[config.mk]
export PLATFORM = sky130hd
export DESIGN_NAME = line_position_estimator
export DESIGN_NICKNAME = d
export VERILOG_FILES = /design/src/design/lpe_pkg.sv /design/src/design/lpe_div.sv /design/src/design/lpe_cal_store.sv /design/src/design/line_position_estimator.sv
export SDC_FILE = /design/constraint.sdc
export NUM_CORES = 2
export LEC_CHECK = 0
export CAP_MARGIN = 20
export CELL_PAD_IN_SITES_DETAIL_PLACEMENT = 1
export CELL_PAD_IN_SITES_GLOBAL_PLACEMENT = 1
export CORE_ASPECT_RATIO = 1.75
export CORE_MARGIN = 2
export CORE_UTILIZATION = 25
export CTS_BUF_LIST = sky130_fd_sc_hd__clkbuf_8
export DETAILED_ROUTE_END_ITERATION = 16
export DONT_BUFFER_PORTS = 1
export HOLD_SLACK_MARGIN = 0.12
export PLACE_DENSITY = 0.43
export SYNTH_ARGS = -nofsm -noshare
export SYNTH_HDL_FRONTEND = slang
export SYNTH_SLANG_ARGS = --single-unit
export TNS_END_PERCENT = 20
[constraint.sdc]
create_clock -name aclk -period 15.04 [get_ports aclk]
set_input_delay 3.008 -clock aclk [delete_from_list [all_inputs] [get_ports aclk]]
set_output_delay 3.008 -clock aclk [all_outputs]
set_load 0.1 [all_outputs]
[src/design/lpe_pkg.sv]
// Shared types, codes and constants of the line position estimator.
`default_nettype none

package lpe_pkg;

    // Build-time defaults
    localparam int DEFAULT_MAX_SENSORS = 15;
    localparam int DEFAULT_RAW_BITS    = 12;

    // Field widths
    localparam int CMD_W   = 2;
    localparam int SIDX_W  = 4;
    localparam int CVAL_W  = 10;
    localparam int POS_W   = 14;
    localparam int THR_W   = 10;
    localparam int CFG_IDX_W  = 3;
    localparam int CFG_DATA_W = 12;
    localparam int WSUM_W  = 16;
    localparam int WTOT_W  = 32;
    localparam int PROD_W  = 24;

    // Shared divider geometry
    localparam int DIV_DVD_W = 32;
    localparam int DIV_DEN_W = 16;
    localparam int DIV_CNT_W = 6;

    // Arithmetic constants
    localparam int SCALE   = 1000;
    localparam int POS_SAT = 16383;

    // Commands
    localparam logic [CMD_W-1:0] CMD_POSITION  = 2'd0;
    localparam logic [CMD_W-1:0] CMD_CALIBRATE = 2'd1;
    localparam logic [CMD_W-1:0] CMD_CLEAR     = 2'd2;

    // Register indexes
    localparam logic [CFG_IDX_W-1:0] CFG_SENSOR_COUNT    = 3'd0;
    localparam logic [CFG_IDX_W-1:0] CFG_MAX_RAW         = 3'd1;
    localparam logic [CFG_IDX_W-1:0] CFG_CALIBRATE_EN    = 3'd2;
    localparam logic [CFG_IDX_W-1:0] CFG_LINE_THRESHOLD  = 3'd3;
    localparam logic [CFG_IDX_W-1:0] CFG_NOISE_THRESHOLD = 3'd4;

    // Register reset values
    localparam logic [3:0]       RST_SENSOR_COUNT    = 4'd15;
    localparam logic [11:0]      RST_MAX_RAW         = 12'd1023;
    localparam logic             RST_CALIBRATE_EN    = 1'b1;
    localparam logic [THR_W-1:0] RST_LINE_THRESHOLD  = 10'd350;
    localparam logic [THR_W-1:0] RST_NOISE_THRESHOLD = 10'd60;

    // Divider request and response
    typedef struct packed {
        logic                 start;
        logic [DIV_DVD_W-1:0] dividend;
        logic [DIV_DEN_W-1:0] divisor;
        logic [DIV_CNT_W-1:0] iters;
    } div_req_t;

    typedef struct packed {
        logic                 done;
        logic [DIV_DVD_W-1:0] quotient;
    } div_rsp_t;

    // Limit store control
    typedef struct packed {
        logic fill;
        logic update;
        logic burst_first;
        logic burst_last;
    } store_ctl_t;

endpackage

`default_nettype wire

[src/design/lpe_div.sv]
// Shared restoring divider: one quotient bit per cycle.
`default_nettype none

module lpe_div import lpe_pkg::*; (
    input  wire logic     aclk,
    input  wire logic     aresetn,
    input  wire div_req_t req,
    output div_rsp_t      rsp
);

    logic                 busy_reg;
    logic                 done_reg;
    logic [DIV_CNT_W-1:0] cnt_reg;
    logic [DIV_DVD_W-1:0] dvd_reg;
    logic [DIV_DEN_W-1:0] den_reg;
    logic [DIV_DEN_W-1:0] rem_reg;
    logic [DIV_DVD_W-1:0] quo_reg;

    logic [DIV_DEN_W:0]   trial;
    logic                 fits;

    assign trial = {rem_reg, dvd_reg[DIV_DVD_W-1]};
    assign fits  = trial >= {1'b0, den_reg};

    always_ff @(posedge aclk) begin
        if (!aresetn) begin
            busy_reg <= 1'b0;
            done_reg <= 1'b0;
            cnt_reg  <= '0;
        end else begin
            if (req.start) begin
                busy_reg <= 1'b1;
                done_reg <= 1'b0;
                cnt_reg  <= req.iters;
                dvd_reg  <= req.dividend;
                den_reg  <= req.divisor;
                rem_reg  <= '0;
                quo_reg  <= '0;
            end else if (busy_reg) begin
                // shift in the next dividend bit and subtract where it fits
                dvd_reg  <= {dvd_reg[DIV_DVD_W-2:0], 1'b0};
                quo_reg  <= {quo_reg[DIV_DVD_W-2:0], fits};
                rem_reg  <= fits ? DIV_DEN_W'(trial - {1'b0, den_reg}) : trial[DIV_DEN_W-1:0];
                cnt_reg  <= cnt_reg - 1'b1;
                done_reg <= (cnt_reg == DIV_CNT_W'(1));
                if (cnt_reg == DIV_CNT_W'(1)) begin
                    busy_reg <= 1'b0;
                end
            end else begin
                done_reg <= 1'b0;
            end
        end
    end

    assign rsp.done     = done_reg;
    assign rsp.quotient = quo_reg;

endmodule

`default_nettype wire

[src/design/lpe_cal_store.sv]
// Per-sensor calibration limits and burst run extremes.
`default_nettype none

module lpe_cal_store import lpe_pkg::*; #(
    parameter int MAX_SENSORS = DEFAULT_MAX_SENSORS,
    parameter int RAW_BITS    = DEFAULT_RAW_BITS,
    localparam int IDX_W      = (MAX_SENSORS > 1) ? $clog2(MAX_SENSORS) : 1
) (
    input  wire logic                aclk,
    input  wire store_ctl_t          ctl,
    input  wire logic [IDX_W-1:0]    idx,
    input  wire logic [RAW_BITS-1:0] raw,
    input  wire logic [RAW_BITS-1:0] fill_low,
    output logic      [RAW_BITS-1:0] rd_high,
    output logic      [RAW_BITS-1:0] rd_low
);

    logic [RAW_BITS-1:0] cal_high_mem   [MAX_SENSORS];
    logic [RAW_BITS-1:0] cal_low_mem    [MAX_SENSORS];
    logic [RAW_BITS-1:0] burst_high_mem [MAX_SENSORS];
    logic [RAW_BITS-1:0] burst_low_mem  [MAX_SENSORS];

    logic [RAW_BITS-1:0] nb_high;
    logic [RAW_BITS-1:0] nb_low;

    always_comb begin
        if (ctl.burst_first) begin
            nb_high = raw;
            nb_low  = raw;
        end else begin
            nb_high = (raw > burst_high_mem[idx]) ? raw : burst_high_mem[idx];
            nb_low  = (raw < burst_low_mem[idx])  ? raw : burst_low_mem[idx];
        end
    end

    always_ff @(posedge aclk) begin
        if (ctl.fill) begin
            cal_high_mem[idx] <= '0;
            cal_low_mem[idx]  <= fill_low;
        end else if (ctl.update) begin
            burst_high_mem[idx] <= nb_high;
            burst_low_mem[idx]  <= nb_low;
            // widen limits only when the whole burst lies beyond them
            if (ctl.burst_last) begin
                if (nb_low > cal_high_mem[idx]) begin
                    cal_high_mem[idx] <= nb_low;
                end
                if (nb_high < cal_low_mem[idx]) begin
                    cal_low_mem[idx] <= nb_high;
                end
            end
        end
    end

    assign rd_high = cal_high_mem[idx];
    assign rd_low  = cal_low_mem[idx];

endmodule

`default_nettype wire

[src/design/line_position_estimator.sv]
// Line position estimator: sequencer, accumulators and configuration registers.
// One item at a time; s_ready is high only while idle. A first calibration fills the
// limits of all MAX_SENSORS entries before it calibrates, and clear fills them alone.
// An in-range position reading with a usable span is normalised by RAW_BITS+10 steps
// of the shared divider; a last sensor may add the 32-step centroid division.
// A stalled result register holds the sequencer. Synchronous active-low reset.
`default_nettype none

module line_position_estimator import lpe_pkg::*; #(
    parameter int MAX_SENSORS = DEFAULT_MAX_SENSORS,
    parameter int RAW_BITS    = DEFAULT_RAW_BITS
) (
    input  wire logic                  aclk,
    input  wire logic                  aresetn,

    input  wire logic                  cfg_wr_en,
    input  wire logic [CFG_IDX_W-1:0]  cfg_index,
    input  wire logic [CFG_DATA_W-1:0] cfg_data,

    input  wire logic                  s_valid,
    output logic                       s_ready,
    input  wire logic [CMD_W-1:0]      s_command,
    input  wire logic [SIDX_W-1:0]     s_sensor_index,
    input  wire logic [RAW_BITS-1:0]   s_raw_value,
    input  wire logic                  s_last_sensor,
    input  wire logic                  s_burst_first,
    input  wire logic                  s_burst_last,

    output logic                       m_valid,
    input  wire logic                  m_ready,
    output logic [CVAL_W-1:0]          m_calibrated_value,
    output logic                       m_position_valid,
    output logic [POS_W-1:0]           m_position,
    output logic                       m_line_seen,
    output logic                       m_not_calibrated
);

    localparam int IDX_W = (MAX_SENSORS > 1) ? $clog2(MAX_SENSORS) : 1;
    localparam int NUM_W = RAW_BITS + 10;
    localparam logic [SIDX_W-1:0] MAX_N = SIDX_W'(MAX_SENSORS);

    typedef enum logic [3:0] {
        ST_IDLE, ST_FILL, ST_CAL, ST_NORM, ST_NDIV, ST_ACC, ST_SCAN, ST_CDIV, ST_EMIT
    } state_t;

    state_t state_reg;

    // configuration
    logic [SIDX_W-1:0] sensor_count_reg;
    logic [11:0]       max_raw_reg;
    logic              cal_en_reg;
    logic [THR_W-1:0]  line_th_reg;
    logic [THR_W-1:0]  noise_th_reg;

    // item being worked on
    logic [SIDX_W-1:0]   idx_reg;
    logic [RAW_BITS-1:0] raw_reg;
    logic                last_reg;
    logic                bfirst_reg;
    logic                blast_reg;
    logic                fill_then_cal_reg;
    logic [IDX_W-1:0]    fill_cnt_reg;
    logic                neg_reg;
    logic [POS_W-1:0]    w_reg;
    logic [CVAL_W-1:0]   cval_reg;

    // scan state
    logic              is_cal_reg;
    logic [WTOT_W-1:0] wtot_reg;
    logic [WSUM_W-1:0] wsum_reg;
    logic              seen_reg;
    logic [POS_W-1:0]  last_pos_reg;

    // pending result
    logic              res_pvalid_reg;
    logic [POS_W-1:0]  res_pos_reg;
    logic              res_seen_reg;
    logic              res_notcal_reg;

    // result register
    logic              m_valid_reg;
    logic [CVAL_W-1:0] m_cval_reg;
    logic              m_pvalid_reg;
    logic [POS_W-1:0]  m_pos_reg;
    logic              m_seen_reg;
    logic              m_notcal_reg;

    // shared units
    div_req_t            div_req;
    div_rsp_t            div_rsp;
    store_ctl_t          st_ctl;
    logic [IDX_W-1:0]    st_idx;
    logic [RAW_BITS-1:0] st_fill_low;
    logic [RAW_BITS-1:0] rd_high;
    logic [RAW_BITS-1:0] rd_low;

    // datapath
    logic [SIDX_W-1:0]    eff_n;
    logic                 inrange;
    logic [POS_W-1:0]     span;
    logic [DIV_DEN_W-1:0] den;
    logic signed [RAW_BITS:0] diff;
    logic [RAW_BITS-1:0]  mag;
    logic [NUM_W-1:0]     num_mag;
    logic                 norm_go;
    logic [15:0]          q16;
    logic [CVAL_W-1:0]    cval_q;
    logic [PROD_W-1:0]    prod;
    logic [POS_W-1:0]     cent_pos;
    logic [POS_W-1:0]     lost_pos;

    always_comb begin
        if (sensor_count_reg == '0) begin
            eff_n = SIDX_W'(1);
        end else if (sensor_count_reg > MAX_N) begin
            eff_n = MAX_N;
        end else begin
            eff_n = sensor_count_reg;
        end
    end

    assign inrange  = idx_reg < eff_n;
    assign span     = POS_W'(eff_n - SIDX_W'(1)) * POS_W'(SCALE);
    assign lost_pos = (last_pos_reg < (span >> 1)) ? '0 : span;

    // normalisation operands
    assign den     = DIV_DEN_W'(rd_high) - DIV_DEN_W'(rd_low);
    assign diff    = $signed({1'b0, raw_reg}) - $signed({1'b0, rd_low});
    assign mag     = diff[RAW_BITS] ? RAW_BITS'(-diff) : diff[RAW_BITS-1:0];
    assign num_mag = NUM_W'(mag) * NUM_W'(SCALE);
    assign norm_go = is_cal_reg && inrange && (den != '0);

    // restore the sign and keep 16 bits, then clamp to 0..1000
    assign q16 = neg_reg ? (16'd0 - div_rsp.quotient[15:0]) : div_rsp.quotient[15:0];
    always_comb begin
        if (q16[15]) begin
            cval_q = '0;
        end else if (q16 > 16'(SCALE)) begin
            cval_q = CVAL_W'(SCALE);
        end else begin
            cval_q = q16[CVAL_W-1:0];
        end
    end

    assign prod     = PROD_W'(cval_reg) * PROD_W'(w_reg);
    assign cent_pos = (div_rsp.quotient > DIV_DVD_W'(POS_SAT)) ? POS_W'(POS_SAT)
                                                                : div_rsp.quotient[POS_W-1:0];

    always_comb begin
        div_req.start    = 1'b0;
        div_req.dividend = {num_mag, {(DIV_DVD_W-NUM_W){1'b0}}};
        div_req.divisor  = den;
        div_req.iters    = DIV_CNT_W'(NUM_W);
        if (state_reg == ST_NORM) begin
            div_req.start = norm_go;
        end else if (state_reg == ST_SCAN) begin
            div_req.start    = seen_reg && (wsum_reg != '0);
            div_req.dividend = wtot_reg;
            div_req.divisor  = wsum_reg;
            div_req.iters    = DIV_CNT_W'(DIV_DVD_W);
        end
    end

    assign st_ctl.fill        = state_reg == ST_FILL;
    assign st_ctl.update      = (state_reg == ST_CAL) && inrange;
    assign st_ctl.burst_first = bfirst_reg;
    assign st_ctl.burst_last  = blast_reg;
    assign st_idx      = (state_reg == ST_FILL) ? fill_cnt_reg : idx_reg[IDX_W-1:0];
    assign st_fill_low = RAW_BITS'(16'(max_raw_reg));

    lpe_div u_div (
        .aclk    (aclk),
        .aresetn (aresetn),
        .req     (div_req),
        .rsp     (div_rsp)
    );

    lpe_cal_store #(
        .MAX_SENSORS (MAX_SENSORS),
        .RAW_BITS    (RAW_BITS)
    ) u_store (
        .aclk     (aclk),
        .ctl      (st_ctl),
        .idx      (st_idx),
        .raw      (raw_reg),
        .fill_low (st_fill_low),
        .rd_high  (rd_high),
        .rd_low   (rd_low)
    );

    always_ff @(posedge aclk) begin
        if (!aresetn) begin
            state_reg        <= ST_IDLE;
            sensor_count_reg <= RST_SENSOR_COUNT;
            max_raw_reg      <= RST_MAX_RAW;
            cal_en_reg       <= RST_CALIBRATE_EN;
            line_th_reg      <= RST_LINE_THRESHOLD;
            noise_th_reg     <= RST_NOISE_THRESHOLD;
            is_cal_reg       <= 1'b0;
            wtot_reg         <= '0;
            wsum_reg         <= '0;
            seen_reg         <= 1'b0;
            last_pos_reg     <= '0;
            m_valid_reg      <= 1'b0;
        end else begin
            if (cfg_wr_en) begin
                case (cfg_index)
                    CFG_SENSOR_COUNT:    sensor_count_reg <= cfg_data[SIDX_W-1:0];
                    CFG_MAX_RAW:         max_raw_reg      <= cfg_data;
                    CFG_CALIBRATE_EN:    cal_en_reg       <= cfg_data[0];
                    CFG_LINE_THRESHOLD:  line_th_reg      <= cfg_data[THR_W-1:0];
                    CFG_NOISE_THRESHOLD: noise_th_reg     <= cfg_data[THR_W-1:0];
                    default: ;
                endcase
            end

            // drop the result once taken, unless a new one replaces it
            if (m_valid_reg && m_ready && state_reg != ST_EMIT) begin
                m_valid_reg <= 1'b0;
            end

            case (state_reg)
                ST_IDLE: begin
                    if (s_valid) begin
                        idx_reg        <= s_sensor_index;
                        raw_reg        <= s_raw_value;
                        last_reg       <= s_last_sensor;
                        bfirst_reg     <= s_burst_first;
                        blast_reg      <= s_burst_last;
                        cval_reg       <= '0;
                        res_pvalid_reg <= 1'b0;
                        res_pos_reg    <= '0;
                        res_seen_reg   <= 1'b0;
                        res_notcal_reg <= (s_command == CMD_POSITION) && !is_cal_reg;
                        fill_cnt_reg   <= '0;
                        case (s_command)
                            CMD_POSITION: begin
                                state_reg <= ST_NORM;
                            end
                            CMD_CALIBRATE: begin
                                if (!cal_en_reg) begin
                                    state_reg <= ST_EMIT;
                                end else if (!is_cal_reg) begin
                                    // first calibration fills the limits first
                                    is_cal_reg        <= 1'b1;
                                    fill_then_cal_reg <= 1'b1;
                                    state_reg         <= ST_FILL;
                                end else begin
                                    state_reg <= ST_CAL;
                                end
                            end
                            CMD_CLEAR: begin
                                fill_then_cal_reg <= 1'b0;
                                state_reg         <= ST_FILL;
                            end
                            default: begin
                                state_reg <= ST_EMIT;
                            end
                        endcase
                    end
                end
                ST_FILL: begin
                    fill_cnt_reg <= fill_cnt_reg + 1'b1;
                    if (fill_cnt_reg == IDX_W'(MAX_SENSORS - 1)) begin
                        state_reg <= fill_then_cal_reg ? ST_CAL : ST_EMIT;
                    end
                end
                ST_CAL: begin
                    state_reg <= ST_EMIT;
                end
                ST_NORM: begin
                    neg_reg   <= diff[RAW_BITS];
                    w_reg     <= POS_W'(idx_reg) * POS_W'(SCALE);
                    state_reg <= norm_go ? ST_NDIV : ST_ACC;
                end
                ST_NDIV: begin
                    if (div_rsp.done) begin
                        cval_reg  <= cval_q;
                        state_reg <= ST_ACC;
                    end
                end
                ST_ACC: begin
                    // a zero reading never passes either threshold
                    if (cval_reg > line_th_reg) begin
                        seen_reg <= 1'b1;
                    end
                    if (cval_reg > noise_th_reg) begin
                        wtot_reg <= wtot_reg + WTOT_W'(prod);
                        wsum_reg <= wsum_reg + WSUM_W'(cval_reg);
                    end
                    state_reg <= last_reg ? ST_SCAN : ST_EMIT;
                end
                ST_SCAN: begin
                    res_pvalid_reg <= 1'b1;
                    res_seen_reg   <= seen_reg;
                    wtot_reg       <= '0;
                    wsum_reg       <= '0;
                    seen_reg       <= 1'b0;
                    if (!seen_reg) begin
                        res_pos_reg <= lost_pos;
                        state_reg   <= ST_EMIT;
                    end else if (wsum_reg != '0) begin
                        state_reg <= ST_CDIV;
                    end else begin
                        res_pos_reg <= last_pos_reg;
                        state_reg   <= ST_EMIT;
                    end
                end
                ST_CDIV: begin
                    if (div_rsp.done) begin
                        last_pos_reg <= cent_pos;
                        res_pos_reg  <= cent_pos;
                        state_reg    <= ST_EMIT;
                    end
                end
                ST_EMIT: begin
                    // hold until the result register is free
                    if (!m_valid_reg || m_ready) begin
                        m_valid_reg  <= 1'b1;
                        m_cval_reg   <= cval_reg;
                        m_pvalid_reg <= res_pvalid_reg;
                        m_pos_reg    <= res_pos_reg;
                        m_seen_reg   <= res_seen_reg;
                        m_notcal_reg <= res_notcal_reg;
                        state_reg    <= ST_IDLE;
                    end
                end
                default: begin
                    state_reg <= ST_IDLE;
                end
            endcase
        end
    end

    assign s_ready            = state_reg == ST_IDLE;
    assign m_valid            = m_valid_reg;
    assign m_calibrated_value = m_cval_reg;
    assign m_position_valid   = m_pvalid_reg;
    assign m_position         = m_pos_reg;
    assign m_line_seen        = m_seen_reg;
    assign m_not_calibrated   = m_notcal_reg;

endmodule

`default_nettype wire

## Yosys cells after proc, flatten, opt, wreduce, memory -nomap -nowiden

Memory sizes are Yosys's and may differ from the RTL's.
Cells that the tools add are included.

- Bits in registers: 300
- RAM bits: 720
- Input bits: 41
- Output and inout port bits: 29
- Word-level logic and storage cells: 225
- Memories: 4

Memory list:

| memory | words | width | read ports | clocked after memory_dff | wr ports | line | text |
|---|---|---|---|---|---|---|---|
| u_store.burst_high_mem | 15 | 12 | 1 | 0 | 1 | lpe_cal_store.sv:20 | `logic [RAW_BITS-1:0] burst_high_mem [MAX_SENSORS];` |
| u_store.burst_low_mem | 15 | 12 | 1 | 0 | 1 | lpe_cal_store.sv:21 | `logic [RAW_BITS-1:0] burst_low_mem [MAX_SENSORS];` |
| u_store.cal_high_mem | 15 | 12 | 1 | 0 | 1 | lpe_cal_store.sv:18 | `logic [RAW_BITS-1:0] cal_high_mem [MAX_SENSORS];` |
| u_store.cal_low_mem | 15 | 12 | 1 | 0 | 1 | lpe_cal_store.sv:19 | `logic [RAW_BITS-1:0] cal_low_mem [MAX_SENSORS];` |

- $add $sub $neg: 10
- Multipliers: 4
- Magnitude comparators: 12
- Equality and inequality tests: 27
- Multiplexer cells: 82
- Bitwise logic cells: 4
- Reductions and logical operators: 44

Operator list:

| operator | number |
|---|---|
| $mux 32 | 4 |
| $mux 12 | 7 |
| $mux 14 | 6 |
| $mux 16 | 4 |
| $pmux 32 s2 | 1 |
| $mux 4 | 14 |
| $mux 55 | 1 |
| $mux 54 | 1 |
| $pmux 14 s3 | 1 |
| $mux 10 | 4 |
| $pmux 4 s9 | 1 |
| $add 32x24->32 | 1 |
| $gt 32x14->1 const B | 1 |
| $pmux 16 s2 | 1 |
| $reduce_bool 16->1 | 2 |
| $mux 1 | 27 |
| $sub 12x12->13 | 2 |
| $gt 12x12->1 | 2 |
| $lt 12x12->1 | 2 |
| $reduce_and 2->1 | 11 |
| $mul 10x11->21 | 1 |
| $gt 10x10->1 | 2 |
| $pmux 10 s2 | 1 |
| $mul 12x7->19 const B | 1 |
| 48 further kinds | 85 |

## Longest topological paths before layout

An unclocked memory read counts as a cell.

- Word-level depth: 13
- Mapped depth: 45
- Gate-level depth less buffers: 37

## Modules after synthesis

Synthesis repeated with hierarchy kept, for this count alone.

- Cell total of the unflattened synthesis: 3991
- Area, all modules: 53182.3 um2

By module, submodules not included:

| module | times used | cells each | area an instance (um2) | seq. area each (um2) |
|---|---|---|---|---|
| lpe_cal_store | 1 | 1478 | 29263.1 | 21620.7 |
| line_position_estimator | 1 | 2112 | 18755.5 | 4764.6 |
| lpe_div | 1 | 401 | 5163.7 | 3042.9 |

## Least setup slack after synthesis

No wires, ideal clock.

- Path type: reg2reg
- Start: register state_reg[2]
- End: register u_div.dvd_reg[10], enable pin
- Arrival time: 10340 ps
- Data required time: 14498 ps
- Slack: 4158 ps
- Stages on the path, launching flop included: 28
- Path buffers: 10
- Period minus slack after synthesis: 10882 ps
- Path through: dfxtp_1 > buf_2 > or4b_1 > buf_6 > mux2_4 > buf_6 > clkbuf_1 > clkbuf_1 > buf_1 > clkbuf_1 > buf_1 > buf_1 > mux4_2 > a221oi_1 > ha_1 > a21o_1 > a21oi_1 > and2_1 > nor2_1 > or4_1 > o21ai_0 > o211ai_1 > o2111ai_1 > nor4b_1 > o2111ai_1 > a21oi_2 > buf_2 > a21oi_1

- Cells in the longest elaborated chain, start to end: 9
- Elaborated cells on any way between the ends: 13
- Those cells by class: add/sub: 1; eq/ne: 3; mux: 3; reduce/logical: 4; memory: 2

RTL lines:

| element | line | text |
|---|---|---|
| start: declaration | line_position_estimator.sv:46 | `state_t state_reg;` |
| start signal: assignment | line_position_estimator.sv:265 | `state_reg <= fill_then_cal_reg ? ST_CAL : ST_EMIT;` |
| start signal: assignment | line_position_estimator.sv:274 | `state_reg <= norm_go ? ST_NDIV : ST_ACC;` |
| start signal: assignment | line_position_estimator.sv:291 | `state_reg <= last_reg ? ST_SCAN : ST_EMIT;` |
| $eq 4x1->1 | line_position_estimator.sv:168 | `assign st_idx = (state_reg == ST_FILL) ? fill_cnt_reg : idx_reg[IDX_W-1:0];` |
| $mux 4 | line_position_estimator.sv:168 |  |
| $mem_v2 15x12, on equally long branches | -- |  |
| $sub 12x12->13 | line_position_estimator.sv:127 | `assign den = DIV_DEN_W'(rd_high) - DIV_DEN_W'(rd_low);` |
| $reduce_bool 16->1 | line_position_estimator.sv:131 | `assign norm_go = is_cal_reg && inrange && (den != '0);` |
| $logic_and 1x1->1 | line_position_estimator.sv:131 |  |
| $mux 1 (*) | line_position_estimator.sv:154 | `if (state_reg == ST_NORM) begin` |
| $reduce_bool 2->1 (no line) (*) | -- |  |
| $reduce_and 2->1 (no line) (*) | -- |  |
| end signal: assignment | lpe_div.sv:35 | `dvd_reg <= req.dividend;` |
| end signal: assignment | lpe_div.sv:41 | `dvd_reg <= {dvd_reg[DIV_DVD_W-2:0], 1'b0};` |
| end: declaration | lpe_div.sv:14 | `logic [DIV_DVD_W-1:0] dvd_reg;` |

Mark *: on every way between the ends. The rest lies on a longest branch, timed or not.
A chain may end at the register's enable or synchronous reset.

## Worst setup path in the final report

- Start: register state_reg[2]
- End: register u_div.dvd_reg[30] (data pin)

- Cells in the longest elaborated chain, start to end: 10
- Elaborated cells on any way between the ends: 17
- Those cells by class: add/sub: 3; mul: 1; eq/ne: 3; mux: 6; reduce/logical: 2; memory: 2

RTL lines:

| element | line | text |
|---|---|---|
| $eq 4x1->1 | line_position_estimator.sv:168 |  |
| $mux 4 | line_position_estimator.sv:168 |  |
| $mem_v2 15x12 | -- |  |
| $sub 12x12->13 | line_position_estimator.sv:128 | `assign diff = $signed({1'b0, raw_reg}) - $signed({1'b0, rd_low});` |
| $neg 12->12 | line_position_estimator.sv:129 | `assign mag = diff[RAW_BITS] ? RAW_BITS'(-diff) : diff[RAW_BITS-1:0];` |
| $mux 12 | line_position_estimator.sv:129 |  |
| $mul 12x7->19 | line_position_estimator.sv:130 | `assign num_mag = NUM_W'(mag) * NUM_W'(SCALE);` |
| $mux 55 | line_position_estimator.sv:156 | `end else if (state_reg == ST_SCAN) begin` |
| $mux 54 | line_position_estimator.sv:154 |  |
| $mux 32 (*) | lpe_div.sv:31 | `if (req.start) begin` |

Marked as above.

==> flow_metrics.env <==
export IMPL_status="completed"
export IMPL_grt_pass1_wl_um=261000
export IMPL_grt_max_degree=96
export IMPL_antenna_found_initial=14
export IMPL_cts_tree="built"
export IMPL_tns_ps=0
export IMPL_die_w_um=350
export IMPL_io_pin_count=70
export IMPL_period_share=0.751
export IMPL_drtPass1Iterations=5
export IMPL_drive_above_1_share=0.133
export IMPL_met3_usage=0.0242
export IMPL_ys_warn_count=0
export IMPL_fmax_ghz=0.0886
export IMPL_viasPerCell=4.72
export IMPL_cts_reportedPaths_clkPinSlew_ps=60
export IMPL_worstMarginPinSlew_ps=1090
export IMPL_synthArstFlopShare=0
export IMPL_postRouteAntennaNets=0
export IMPL_synth_seq_cells=1016
export IMPL_dieArea_sq_um=213000
export IMPL_synth_area_sq_um=52300
export IMPL_start_util=0.251
export IMPL_critPathLaunchType="flip-flop"
export IMPL_stdcell_count=7070
export IMPL_fin_nets=4687
export IMPL_crit_path_end_kind="flip-flop"
export IMPL_synth_cells=4119
export IMPL_synth_cell_types=79
export IMPL_clock_path_buffers=4
export IMPL_busiest_layer="met2"
export IMPL_finalSetupViolCount=0
export IMPL_core_sq_um=208000
export IMPL_critPathArrivalTime_ps=11930
export IMPL_wl_um=177000
export IMPL_rows=222
export IMPL_crit_slowest_cell="or4b_2"
export IMPL_cp_common_cell="a21oi_1"
export IMPL_port_buffers=0
export IMPL_vias=33389
export IMPL_dominantRegCellSynth="edfxtp_1"
export IMPL_path_max_fanout=95
export IMPL_finalHoldViolations=0
export IMPL_insertion_delay_ps=920
export IMPL_met2_usage=0.334
export IMPL_place_gp_congestion=0.799
export IMPL_multi_input_area_sq_um=21300
export IMPL_fillers=22655
export IMPL_htreeDepth=4
export IMPL_postSynthAreaPerCell_sq_um=12.7
export IMPL_drc_errors=0
export IMPL_post_route_cell_area_sq_um=59500
export IMPL_routedWlPerCell_um=25.1
export IMPL_required_ps=15680
export IMPL_cp_slowest_stage_delay_ps=720
export IMPL_drt_initial_drc_count=1737
export IMPL_slew_headroom=0.254
export IMPL_placed_area_sq_um=56100
export IMPL_cts_setup_buffers=0
export IMPL_dp_hpwl_um=124000
export IMPL_fin_skew_ps=80.5
export IMPL_clock_root_buffer="clkbuf_8"
export IMPL_maxCapViolations=0
export IMPL_hold_class="flip-flop to flip-flop"
export IMPL_rsz0062_at_grt="false"
export IMPL_track_usage=0.168
export IMPL_min_period_ps=11290
export IMPL_seq_area_sq_um=29400
export IMPL_ys_seq_area_frac=0.562
export IMPL_grt_pass1_vias=37427
export IMPL_globalRouteOverflowTotal=0
export IMPL_worst_setup_path_type="flip-flop to flip-flop"
export IMPL_rrSetupSlack_ps=3750
export IMPL_ctsHoldBuffers=0
export IMPL_slew_violations=0
export IMPL_post_cts_resized=0
export IMPL_numCtsBuffers=177
export IMPL_cts_sinks=1016
export IMPL_syn_to_final_growth_pct=13.8
export IMPL_synth_edf_count=905
export IMPL_grtUsageMet1=0.174
export IMPL_die_y_um=609
export IMPL_dp_cells=6741
==> layout make-up <==
class                           instances  area share
Antenna cell                            8    0.000337
Clock buffer                          186      0.0430
Clock inverter                        129      0.0126
Inverter                              306      0.0193
Multi-Input combinational cell       2615       0.358
Sequential cell                      1016       0.494
Tap cell                             2688      0.0565
Timing Repair Buffer                  122      0.0163
==> through the flow <==
step / utilization / hold slack [ps] / worst slack, ps
after floorplan: - / 400 / 4160
after global placement: 0.269 / 405 / 3740
after detailed placement: 0.269 / 406 / 3510
after CTS: 0.285 / 398 / 3490
after global routing: 0.285 / 424 / 2890
final: 0.286 / 393 / 3750
==> Yosys cell counts, drive strengths merged (87+ instances only) <==
library cell | n | area [sq um]
mux4 | 135 | 3040
o21ai | 138 | 702
inv | 305 | 1140
clkbuf | 140 | 526
dfxtp | 111 | 2220
a21oi | 182 | 922
nor2 | 325 | 1220
fa | 120 | 2400
edfxtp | 905 | 27200
nand3 | 87 | 435
ha | 288 | 3600
nand2 | 433 | 1630
xnor2 | 96 | 841
==> metal layers <==
metal | routed length, um | part of all wire
met2 | 100000 | 0.57
met3 | 5670 | 0.032
met4 | 6800 | 0.038
met1 | 64300 | 0.36
met5 | 48 | 0.00027
==> path summary, 6_finish.rpt <==
kind,from,endpoint,depth (start not counted)
hold / removal,res_pos_reg[8],m_position[8],0
hold reg to reg,res_pos_reg[8],m_position[8],0
setup reg to reg,state_reg[2],u_div.dvd_reg[30],38
setup / recovery,state_reg[2],u_div.dvd_reg[30],38
==> kinds of logic (layout without fill, tap and decap cells) <==
| family | count (synthesis) | in the layout | synth area share |
|---|---|---|---|
| mux | 233 | 233 | 0.0779 |
| xor+xnor | 154 | 154 | 0.0258 |
| fa+ha+maj | 412 | 412 | 0.116 |
| flops | 1016 | 1016 | 0.562 |
| compound gates | 641 | 641 | 0.0802 |
| simple gates | 1166 | 1166 | 0.101 |
| buf+inv | 495 | 743 | 0.0366 |
| other cells | 2 | 17 | 0.000144 |
==> cell usage in the layout, fill, tap and decap left out, types with 24 or more instances in the layout <==
master / count
nor3_1: 38
nor2_1: 297
nand2_1: 431
nand4_1: 25
clkinv_1: 35
edfxtp_1: 905
clkinv_2: 26
inv_1: 359
a311oi_1: 34
nand3_1: 86
fa_1: 120
a21o_1: 37
clkbuf_8: 186
dfxtp_1: 111
a211oi_1: 28
and2_1: 74
mux2i_1: 65
a21oi_1: 178
and3_1: 48
mux2_2: 27
ha_1: 288
nor2b_1: 40
mux4_2: 135
buf_4: 115
o21ai_0: 122
xor2_1: 58
nand2b_1: 41
xnor2_1: 96
o21bai_1: 24
a31oi_1: 30
==> critical path: cells and delay by family (launching register included) <==
| kind | cells | cell delay, ps |
|---|---|---|
| AO/OA/AOI/OAI | 16 | 3560 |
| adder cells (fa/ha/maj) | 6 | 2640 |
| buffers and inverters | 6 | 1340 |
| AND/OR/NAND/NOR | 6 | 1330 |
| multiplexers | 2 | 830 |
| XOR/XNOR | 2 | 780 |
| flip-flops | 1 | 510 |
Power is left out: the tool's default activity adds up to more than one toggle a clock period on the data nets, which glitch-free logic cannot reach.
